## src/hdl/tbpc_pkg.sv

```systemverilog
// ----------------------------------------------------------------------------
// tbpc_pkg
// Shared types and constants of the two-button press classifier.
// ----------------------------------------------------------------------------
package tbpc_pkg;

    localparam int COUNT_WIDTH = 8;
    localparam int CFG_WIDTH   = 8;
    localparam int CFG_IDX_W   = 2;
    // compare width wide enough for both the hold counter and a threshold
    localparam int CMP_W = (COUNT_WIDTH > CFG_WIDTH) ? COUNT_WIDTH : CFG_WIDTH;

    localparam logic [CFG_WIDTH-1:0] SHORT_RESET = CFG_WIDTH'(3);
    localparam logic [CFG_WIDTH-1:0] LONG_RESET  = CFG_WIDTH'(100);

    localparam logic [CFG_IDX_W-1:0] REG_SHORT_TICKS = CFG_IDX_W'(0);
    localparam logic [CFG_IDX_W-1:0] REG_LONG_TICKS  = CFG_IDX_W'(1);

    typedef enum logic [1:0] {
        EV_NONE  = 2'd0,
        EV_SHORT = 2'd1,
        EV_LONG  = 2'd2
    } t_event;

    typedef struct packed {
        logic clock_up;
        logic clock_down;
        logic select_next;
        logic select_prev;
        logic select_mode;
        logic mode_toggled;
    } t_result;

endpackage

```

## src/hdl/two_button_press_classifier_core.sv

```systemverilog
// ----------------------------------------------------------------------------
// two_button_press_classifier_core
// Short/long press classifier for two buttons with a two-state mode flag.
//
//   channel   handshake                 payload
//   input     i_valid / o_stall         i_first_down, i_second_down
//   result    o_valid / i_stall         o_clock_up .. o_mode_toggled
//   config    i_cfg_valid / o_cfg_ready i_cfg_index, i_cfg_data
//
// One item per cycle while the result side does not stall; an item passes the
// input register, then counter update and routing into the result register.
// Synchronous active-low reset clears counters and mode and loads the default
// thresholds (short 3, long 100).
// A stalled result holds; the input register keeps filling until it too is
// full, and only then is o_stall raised.
// ----------------------------------------------------------------------------
module two_button_press_classifier_core (
    input  logic                             i_clk,
    input  logic                             i_rst_n,
    input  logic                             i_valid,
    output logic                             o_stall,
    input  logic                             i_first_down,
    input  logic                             i_second_down,
    output logic                             o_valid,
    input  logic                             i_stall,
    output logic                             o_clock_up,
    output logic                             o_clock_down,
    output logic                             o_select_next,
    output logic                             o_select_prev,
    output logic                             o_select_mode,
    output logic                             o_mode_toggled,
    input  logic                             i_cfg_valid,
    output logic                             o_cfg_ready,
    input  logic [tbpc_pkg::CFG_IDX_W-1:0]   i_cfg_index,
    input  logic [tbpc_pkg::CFG_WIDTH-1:0]   i_cfg_data
);
    import tbpc_pkg::*;

    logic [CFG_WIDTH-1:0] r_short_ticks;
    logic [CFG_WIDTH-1:0] r_long_ticks;

    logic    r_in_valid;
    logic    r_first;
    logic    r_second;
    logic    r_out_valid;
    t_result r_out;

    logic    out_free;
    logic    in_free;
    logic    advance;
    t_event  first_ev;
    t_event  second_ev;
    t_result n_out;

    assign out_free = !r_out_valid || !i_stall;
    assign advance  = r_in_valid && out_free;
    assign in_free  = !r_in_valid || out_free;
    assign o_stall  = !in_free;

    assign o_cfg_ready = 1'b1;

    always_ff @(posedge i_clk) begin
        if (!i_rst_n) begin
            r_short_ticks <= SHORT_RESET;
            r_long_ticks  <= LONG_RESET;
        end else if (i_cfg_valid) begin
            unique case (i_cfg_index)
                REG_SHORT_TICKS: r_short_ticks <= i_cfg_data;
                REG_LONG_TICKS:  r_long_ticks  <= i_cfg_data;
                default: ;
            endcase
        end
    end

    always_ff @(posedge i_clk) begin
        if (!i_rst_n) begin
            r_in_valid <= 1'b0;
        end else if (in_free) begin
            r_in_valid <= i_valid;
        end
    end

    always_ff @(posedge i_clk) begin
        if (in_free && i_valid) begin
            r_first  <= i_first_down;
            r_second <= i_second_down;
        end
    end

    tbpc_hold u_first_hold (
        .i_clk         (i_clk),
        .i_rst_n       (i_rst_n),
        .i_advance     (advance),
        .i_down        (r_first),
        .i_short_ticks (r_short_ticks),
        .i_long_ticks  (r_long_ticks),
        .o_event       (first_ev)
    );

    tbpc_hold u_second_hold (
        .i_clk         (i_clk),
        .i_rst_n       (i_rst_n),
        .i_advance     (advance),
        .i_down        (r_second),
        .i_short_ticks (r_short_ticks),
        .i_long_ticks  (r_long_ticks),
        .o_event       (second_ev)
    );

    tbpc_route u_route (
        .i_clk       (i_clk),
        .i_rst_n     (i_rst_n),
        .i_advance   (advance),
        .i_first_ev  (first_ev),
        .i_second_ev (second_ev),
        .o_result    (n_out)
    );

    always_ff @(posedge i_clk) begin
        if (!i_rst_n) begin
            r_out_valid <= 1'b0;
        end else if (out_free) begin
            r_out_valid <= r_in_valid;
        end
    end

    always_ff @(posedge i_clk) begin
        if (advance) begin
            r_out <= n_out;
        end
    end

    assign o_valid        = r_out_valid;
    assign o_clock_up     = r_out.clock_up;
    assign o_clock_down   = r_out.clock_down;
    assign o_select_next  = r_out.select_next;
    assign o_select_prev  = r_out.select_prev;
    assign o_select_mode  = r_out.select_mode;
    assign o_mode_toggled = r_out.mode_toggled;

    // a toggle tick carries no short-press pulse
    a_toggle_drops: assert property (@(posedge i_clk) disable iff (!i_rst_n)
        (o_valid && o_mode_toggled) |->
        !(o_clock_up || o_clock_down || o_select_next || o_select_prev))
        else $error("short pulse on a mode toggle item");

    // pulses follow the mode when no toggle happened
    a_route_mode: assert property (@(posedge i_clk) disable iff (!i_rst_n)
        (o_valid && !o_mode_toggled) |->
        (o_select_mode ? !(o_clock_up || o_clock_down)
                       : !(o_select_next || o_select_prev)))
        else $error("short press routed to the wrong mode");

    // a waiting input item is not lost while the result side stalls
    a_in_hold: assert property (@(posedge i_clk) disable iff (!i_rst_n)
        (r_in_valid && !out_free) |=> (r_in_valid && $stable(r_first)
        && $stable(r_second)))
        else $error("input register changed while stalled");

endmodule

```

## src/hdl/tbpc_hold.sv

```systemverilog
// ----------------------------------------------------------------------------
// tbpc_hold
// Saturating hold counter of one button and its short/long press decision.
// ----------------------------------------------------------------------------
module tbpc_hold (
    input  logic                             i_clk,
    input  logic                             i_rst_n,
    input  logic                             i_advance,
    input  logic                             i_down,
    input  logic [tbpc_pkg::CFG_WIDTH-1:0]   i_short_ticks,
    input  logic [tbpc_pkg::CFG_WIDTH-1:0]   i_long_ticks,
    output tbpc_pkg::t_event                 o_event
);
    import tbpc_pkg::*;

    localparam logic [COUNT_WIDTH-1:0] CNT_MAX = {COUNT_WIDTH{1'b1}};

    logic [COUNT_WIDTH-1:0] r_cnt;
    logic [COUNT_WIDTH-1:0] n_cnt;
    logic [CFG_WIDTH-1:0]   thr_short;
    logic [CMP_W-1:0]       old_x;
    logic [CMP_W-1:0]       next_x;
    logic                   at_max;

    // a zero short threshold behaves as one
    assign thr_short = (i_short_ticks == '0) ? CFG_WIDTH'(1) : i_short_ticks;
    assign at_max    = (r_cnt == CNT_MAX);
    assign old_x     = CMP_W'(r_cnt);

    always_comb begin
        if (i_down) begin
            n_cnt = at_max ? r_cnt : r_cnt + COUNT_WIDTH'(1);
        end else begin
            n_cnt = '0;
        end
    end

    assign next_x = CMP_W'(n_cnt);

    always_comb begin
        o_event = EV_NONE;
        if (i_down) begin
            // fires only on the step onto the threshold, never when stuck
            if (!at_max && next_x == CMP_W'(i_long_ticks)) begin
                o_event = EV_LONG;
            end
        end else if (old_x >= CMP_W'(thr_short) && old_x < CMP_W'(i_long_ticks)) begin
            o_event = EV_SHORT;
        end
    end

    always_ff @(posedge i_clk) begin
        if (!i_rst_n) begin
            r_cnt <= '0;
        end else if (i_advance) begin
            r_cnt <= n_cnt;
        end
    end

endmodule

```

## src/hdl/tbpc_route.sv

```systemverilog
// ----------------------------------------------------------------------------
// tbpc_route
// Mode flag and routing of short presses to the pulse outputs.
// ----------------------------------------------------------------------------
module tbpc_route (
    input  logic               i_clk,
    input  logic               i_rst_n,
    input  logic               i_advance,
    input  tbpc_pkg::t_event   i_first_ev,
    input  tbpc_pkg::t_event   i_second_ev,
    output tbpc_pkg::t_result  o_result
);
    import tbpc_pkg::*;

    logic r_mode;
    logic n_mode;
    logic toggle;
    logic first_short;
    logic second_short;

    assign toggle       = (i_first_ev == EV_LONG) || (i_second_ev == EV_LONG);
    assign first_short  = (i_first_ev == EV_SHORT);
    assign second_short = (i_second_ev == EV_SHORT);
    assign n_mode       = r_mode ^ toggle;

    always_comb begin
        o_result              = '0;
        o_result.select_mode  = n_mode;
        o_result.mode_toggled = toggle;
        // toggle tick drops both short events
        if (!toggle) begin
            if (!r_mode) begin
                o_result.clock_up   = first_short;
                o_result.clock_down = second_short;
            end else begin
                o_result.select_next = first_short;
                o_result.select_prev = second_short;
            end
        end
    end

    always_ff @(posedge i_clk) begin
        if (!i_rst_n) begin
            r_mode <= 1'b0;
        end else if (i_advance) begin
            r_mode <= n_mode;
        end
    end

endmodule

```

## config.mk

```make
export PLATFORM = sky130hd
export DESIGN_NAME = two_button_press_classifier_core
export DESIGN_NICKNAME = d
export VERILOG_FILES = /design/src/hdl/tbpc_pkg.sv /design/src/hdl/two_button_press_classifier_core.sv /design/src/hdl/tbpc_hold.sv /design/src/hdl/tbpc_route.sv
export SDC_FILE = /design/constraint.sdc
export NUM_CORES = 1
export LEC_CHECK = 0
export BUFFER_PORTS_ARGS = -buffer_cell sky130_fd_sc_hd__buf_2
export CAP_MARGIN = 15
export CELL_PAD_IN_SITES_DETAIL_PLACEMENT = 1
export CELL_PAD_IN_SITES_GLOBAL_PLACEMENT = 1
export CORE_MARGIN = 2
export CORE_UTILIZATION = 50
export CTS_CLUSTER_SIZE = 30
export DETAILED_ROUTE_END_ITERATION = 10
export HOLD_SLACK_MARGIN = 0.1
export PLACE_DENSITY_LB_ADDON = 0.1
export SYNTH_ARGS = -nofsm -noshare
export SYNTH_HDL_FRONTEND = slang
export SYNTH_HIERARCHICAL = 1
export SYNTH_SLANG_ARGS = --single-unit
```

## constraint.sdc

```tcl
create_clock -name i_clk -period 6.5 [get_ports i_clk]
set_input_delay 0.65 -clock i_clk [delete_from_list [all_inputs] [get_ports i_clk]]
set_output_delay 0.65 -clock i_clk [all_outputs]
set_load 0.02 [all_outputs]
```

Word-level counts from Yosys, hierarchy flattened. Index checks and enable logic that the tools add are counted.

Register bits: 43. Bits in latches: 0. Bits in writable memories: 0. Memory bits (read-only): 0. Input port bits: 17. Output and inout bits: 9. Word-level logic and storage cells: 64. Memories kept: 0.

Add/sub/neg operators: 2. Multipliers: 0. Divide/modulo/power cells: 0. $lt $le $gt $ge: 4. Equality and inequality tests: 9. Shifts and indexed selects: 0. Multiplexer cells: 11. Bitwise logic cells: 2. Reduce and logical (&&, ||, !) cells: 21.

Operator list (number): two-way mux 8 bit (5); adder 8 x 1 -> 8 bit (second input constant) (2); == test 8 bit (2); == test 8 bit (second input constant) (2); greater-or-equal comparator 8 bit (2); less-than comparator 8 bit (2); zero test 8 bit (1); two-way mux 2 bit (4); == test 2 x 1 -> 1 bit (second input constant) (3); logical AND 1 bit (6); zero test 1 bit (6); == test 2 bit (second input constant) (2); AND reduction 2 bit (2); OR reduction 2 bit (2); logical OR 1 bit (3); zero test 2 bit (1); two-way mux 1 bit (2); inverter 1 bit (1); XOR 1 bit (1).

Depth between registers and ports, before layout.
Depth after elaboration: 10. Depth in mapped cells: 13. Mapped depth without buffers: 12.

Cells and area by module. The synthesis kept the hierarchy.

Modules (own cells, without submodules): tbpc_hold (u_first_hold) (instances 1, cells an instance 149, area each 1091.0 um^2, sequential area each 160.2 um^2); tbpc_hold (u_second_hold) (instances 1, cells an instance 142, area each 1074.8 um^2, sequential area each 160.2 um^2); two_button_press_classifier_core (instances 1, cells an instance 86, area each 992.2 um^2, sequential area each 600.6 um^2); tbpc_route (instances 1, cells an instance 16, area each 141.4 um^2, sequential area each 20.0 um^2).

Least setup slack after synthesis. Ideal clock, no wire load.

Path type: flip-flop to flip-flop. Start: reg u_second_hold.r_cnt[0], in the netlist u_second_hold/old_x[0]. End: reg r_out (netlist bit o_select_mode) (data pin). Library setup time: 251 ps. Arrival: 2482 ps. Required time: 6249 ps. Slack: 3767 ps. Cell stages (with the launch flop): 13. Path buffers: 2. Clock period less this slack: 2733 ps. Cell sequence: dfxtp_1 ha_1 and4_1 buf_6 nand2_2 o21a_1 xnor2_1 or3_1 nor4_2 nor2b_4 nor2_1 xnor2_1 buf_4.

Longest elaborated chain between the ends: 10. Elaborated cells on any way between the ends: 16. Those cells by class: add/sub: 1; order compare: 2; eq/ne: 3; mux: 5; bitwise: 1; reduce/logical: 4.

Ends and longest elaborated chain: from (decl) (line tbpc_hold.sv:18) `logic [COUNT_WIDTH-1:0] r_cnt;`; from (signal assigned) (line tbpc_hold.sv:56) `r_cnt <= n_cnt;`; adder 8 x 1 -> 8 bit or == test 8 bit (tied branches) (line tbpc_hold.sv:32, tbpc_hold.sv:27); two-way mux 8 bit (line tbpc_hold.sv:32) `n_cnt = at_max ? r_cnt : r_cnt + COUNT_WIDTH'(1);`; two-way mux 8 bit (line tbpc_hold.sv:31) `if (i_down) begin`; == test 8 bit (line tbpc_hold.sv:44) `if (!at_max && next_x == CMP_W'(i_long_ticks)) begin`; logical AND 1 bit * (line tbpc_hold.sv:44); two-way mux 2 bit * (line tbpc_hold.sv:44); two-way mux 2 bit * (line tbpc_hold.sv:42) `if (i_down) begin`; via second_ev[1] (line two_button_press_classifier_core.sv:52) `t_event second_ev;`; == test 2 bit * (line tbpc_route.sv:21) `assign toggle = (i_first_ev == EV_LONG) || (i_second_ev == EV_LONG);`; logical OR 1 bit * (line tbpc_route.sv:21); XOR 1 bit * (line tbpc_route.sv:24) `assign n_mode = r_mode ^ toggle;`; via u_route.n_mode (line tbpc_route.sv:16) `logic n_mode;`; to (signal assigned) (line two_button_press_classifier_core.sv:129) `r_out <= n_out;`; to (decl) (line two_button_press_classifier_core.sv:46) `t_result r_out;`.

Mark *: on every way through the listed nets, which the timed path passes. The rest lies on a longest branch. A chain may end at the register's enable or synchronous reset.

==> results by group <==
Routing
  – Antenna viol nets, final: 0
  – DRT Wirelength: 8700 um
  – Drt via density: 5.94
  – Total number of vias: 2,888
  – Routed length per instance: 17.9 um
  – DRT Pass-1 Iters: 4
  – DRC: 0
  – Number of DRC markers in iteration 0: 103

Setup path
  – Bufs and invs on worst path: 0
  – CP delay by family, top: simple AND/OR/NAND/NOR gates
  – CP arrival: 3120 ps
  – CP Max Fanout: 8
  – Reg2Reg Depth: 10
  – Critical path depth in cells: 10
  – CP Cell Sequence: ha_1, and4_1, nand2_2, o21a_1, xnor2_1, or3_1, nor4_2, nor2b_4, nor2_1, xnor2_1
  – Setup crit end kind: flip-flop
  – CP Data Required Time: 6550 ps
  – CP max stage delay: 470 ps
  – Most common cell on crit path: xnor2_1
  – Crit start category: flip-flop
  – CP Class: reg -> reg
  – Worst path slowest cell: dfxtp_1

Clock tree
  – CTS Buf Count: 5
  – Total setup buffers inserted after CTS: 0
  – CTS tree: yes
  – Post-CTS Hold Buffers: 0
  – Clock transition at path regs: 90 ps
  – Root Driver: clkbuf_8
  – Cts repair resizes: 0
  – Worst skew pair latency: 300 ps
  – Largest buffer count on any clock path: 2
  – # H-tree levels: 2
  – Clk sink count: 43

Die
  – Die height: 85.2 um
  – Die width: 85.2 um
  – # IOs: 26
  – Core outline area: 6350 um^2
  – Initial Util: 52.0%
  – FP Rows: 29
  – Full die area: 7270 um^2

Finish
  – Most frequent cells in the layout: nand2_1 (46), inv_1 (44), dfxtp_1 (35)
  – Layout area overhead: 6.56%
  – Fillers: 808
  – Commonest non-fill, non-tap cell in the layout: nand2_1
  – Nets@finish: 457
  – N_diodes: 0
  – Layout cells sized above 1: 12.2%

STA
  – Final worst-path cycle share: 47.2%
  – F_max: 326 MHz
  – Setup TNS: 0 ps
  – Final setup violation count: 0
  – RSZ-0062 raised after global routing: no
  – Slew headroom: 49.5%
  – Final max-slew violation count: 0
  – Final Critical Period: 3070 ps
  – Final hold vios: 0
  – Final worst slack: 3430 ps
  – Slew @ Worst Pin: 754 ps
  – Skew final: 9.17 ps

Place
  – RePlAce Congestion: 0.841
  – Setup WS pre-CTS: 3480 ps
  – PortBufs: 24
  – HPWL after DPL: 6470 um

Pwr
  – Pwr Density: 158 nW/um^2
  – Final Power: 0.000556 W
  – Worst VDD drop: 92.9 uV
  – LEAKAGE: 1.48 nW

Global route
  – Total GRT Usage: 25.2%
  – First-pass GRT wire length: 14,700 um
  – Initial antenna violation count: 0
  – Number of global-route vias before repair: 2,891
  – GRT overflow: 0
  – Largest net degree at the start of global routing: 38

Synthesis
  – Top-area cell type share of the netlist area: 21.2%
  – EDFF count, synth: 8
  – Syn nets: 442
  – Syn Area/Cell: 8.40 um^2
  – Synth Warn #: 6
  – Ranking of synthesized cells by area: dfxtp_1 (21%), ha_1 (12%), edfxtp_1 (7.3%)
  – Netlist cell types: 62
  – Synth area leader: dfxtp_1
  – Asr flop ratio synth: 0%
  – Mapped Area: 3300 um^2
  – Prevailing post-synth register cell: dfxtp_1
  – Mapped Cells: 393
  – FF+latch count, synth: 43
  – Sequential area share after synthesis: 28.5%

Hold path
  – Hold crit path type: reg -> reg
  – Hold path cells: 2

Run status
  – Outcome: completed

Run
  – Max-cap violations: 0
worst paths after layout:
path / startpoint / slack, ps / endpoint
setup / recovery: u_second_hold/old_x[0]$_SDFFE_PN0P_ / 3430 / o_select_mode$_DFFE_PP_
hold / removal: r_long_ticks[4]$_SDFFE_PN0P_ / 490 / r_long_ticks[4]$_SDFFE_PN0P_
setup reg to reg: u_second_hold/old_x[0]$_SDFFE_PN0P_ / 3430 / o_select_mode$_DFFE_PP_
hold reg to reg: r_long_ticks[4]$_SDFFE_PN0P_ / 490 / r_long_ticks[4]$_SDFFE_PN0P_
cells in the mapped netlist, types with 3 or more instances:
library cell   n
nand2_1       46
inv_1         44
dfxtp_1       35
ha_1          32
a21oi_1       22
mux2i_1       16
o21ai_0       15
nor2_1        14
a21o_1        12
xnor2_1       12
nand3_1       10
edfxtp_1       8
nand2b_1       8
a211oi_1       7
o211ai_1       7
buf_2          6
nor2b_1        6
buf_4          5
and3_1         4
nor3_1         4
nor4_1         4
o22ai_1        4
a41o_1         3
and4_1         3
buf_6          3
nand2_2        3
nand4_1        3
nand4b_1       3
o2111ai_1      3
o21a_1         3
o21ai_1        3
sequential cells by signal, summed over array words and instances, names as in the netlist:
signal	flops
r_in_valid	1
r_long_ticks	8
o_select_mode	1
o_mode_toggled	1
o_select_next	1
o_valid	1
u_second_hold/old_x	8
r_short_ticks	8
o_clock_up	1
r_first	1
o_select_prev	1
o_clock_down	1
u_first_hold/old_x	8
u_route/r_mode	1
r_second	1
final cells by class:
type	count	area (um^2)	share of cell area [%]
sequential	43	941	26.8
clock inverter	1	6.26	0.178
tap	77	96.3	2.74
inverter	44	165	4.70
timing repair buffer	25	128	3.63
clock buffer	7	96.3	2.74
multi-input combinational	289	2080	59.3
where the power goes:
group          internal [W]   total, W  switching [W]
Combinational     0.0000281  0.0000685      0.0000404
Sequential         0.000279   0.000290      0.0000117
Clock             0.0000972   0.000197      0.0000996
per-layer routing:
layer  wire length (um)  track usage (%)
met3                245             3.02
met2               4190             42.5
met1               4130             34.0
met5                  0                0
met4                130             6.78
worst min-delay path: cells and delay by family, from the launching register on:
kind             cells  cell delay (ps)
and+or+nand+nor      1               60
muxes                1               60
DFF                  1              340
cells by family (layout without fill, tap and decap cells):
kind of cell	after synthesis	in the layout	share of synthesized area, %
other cells	1	1	0.114
compound gates	98	98	20.2
fa+ha+maj	32	32	12.1
simple gates	128	128	22.0
buf+inv	61	77	8.46
mux	16	16	4.85
flops	43	43	28.5
xor+xnor	14	14	3.72
stage by stage:
step	area [um^2]	hold WS (ps)	cells	util, %
global placement	3410	464	478	53.8
CTS	3520	492	486	55.4
finish	3520	493	486	55.4
global route	3520	510	486	55.4
detailed placement	3410	474	478	53.8
floorplan	3300	448	393	-
No activity file was read; power rests on OpenSTA's default activity.
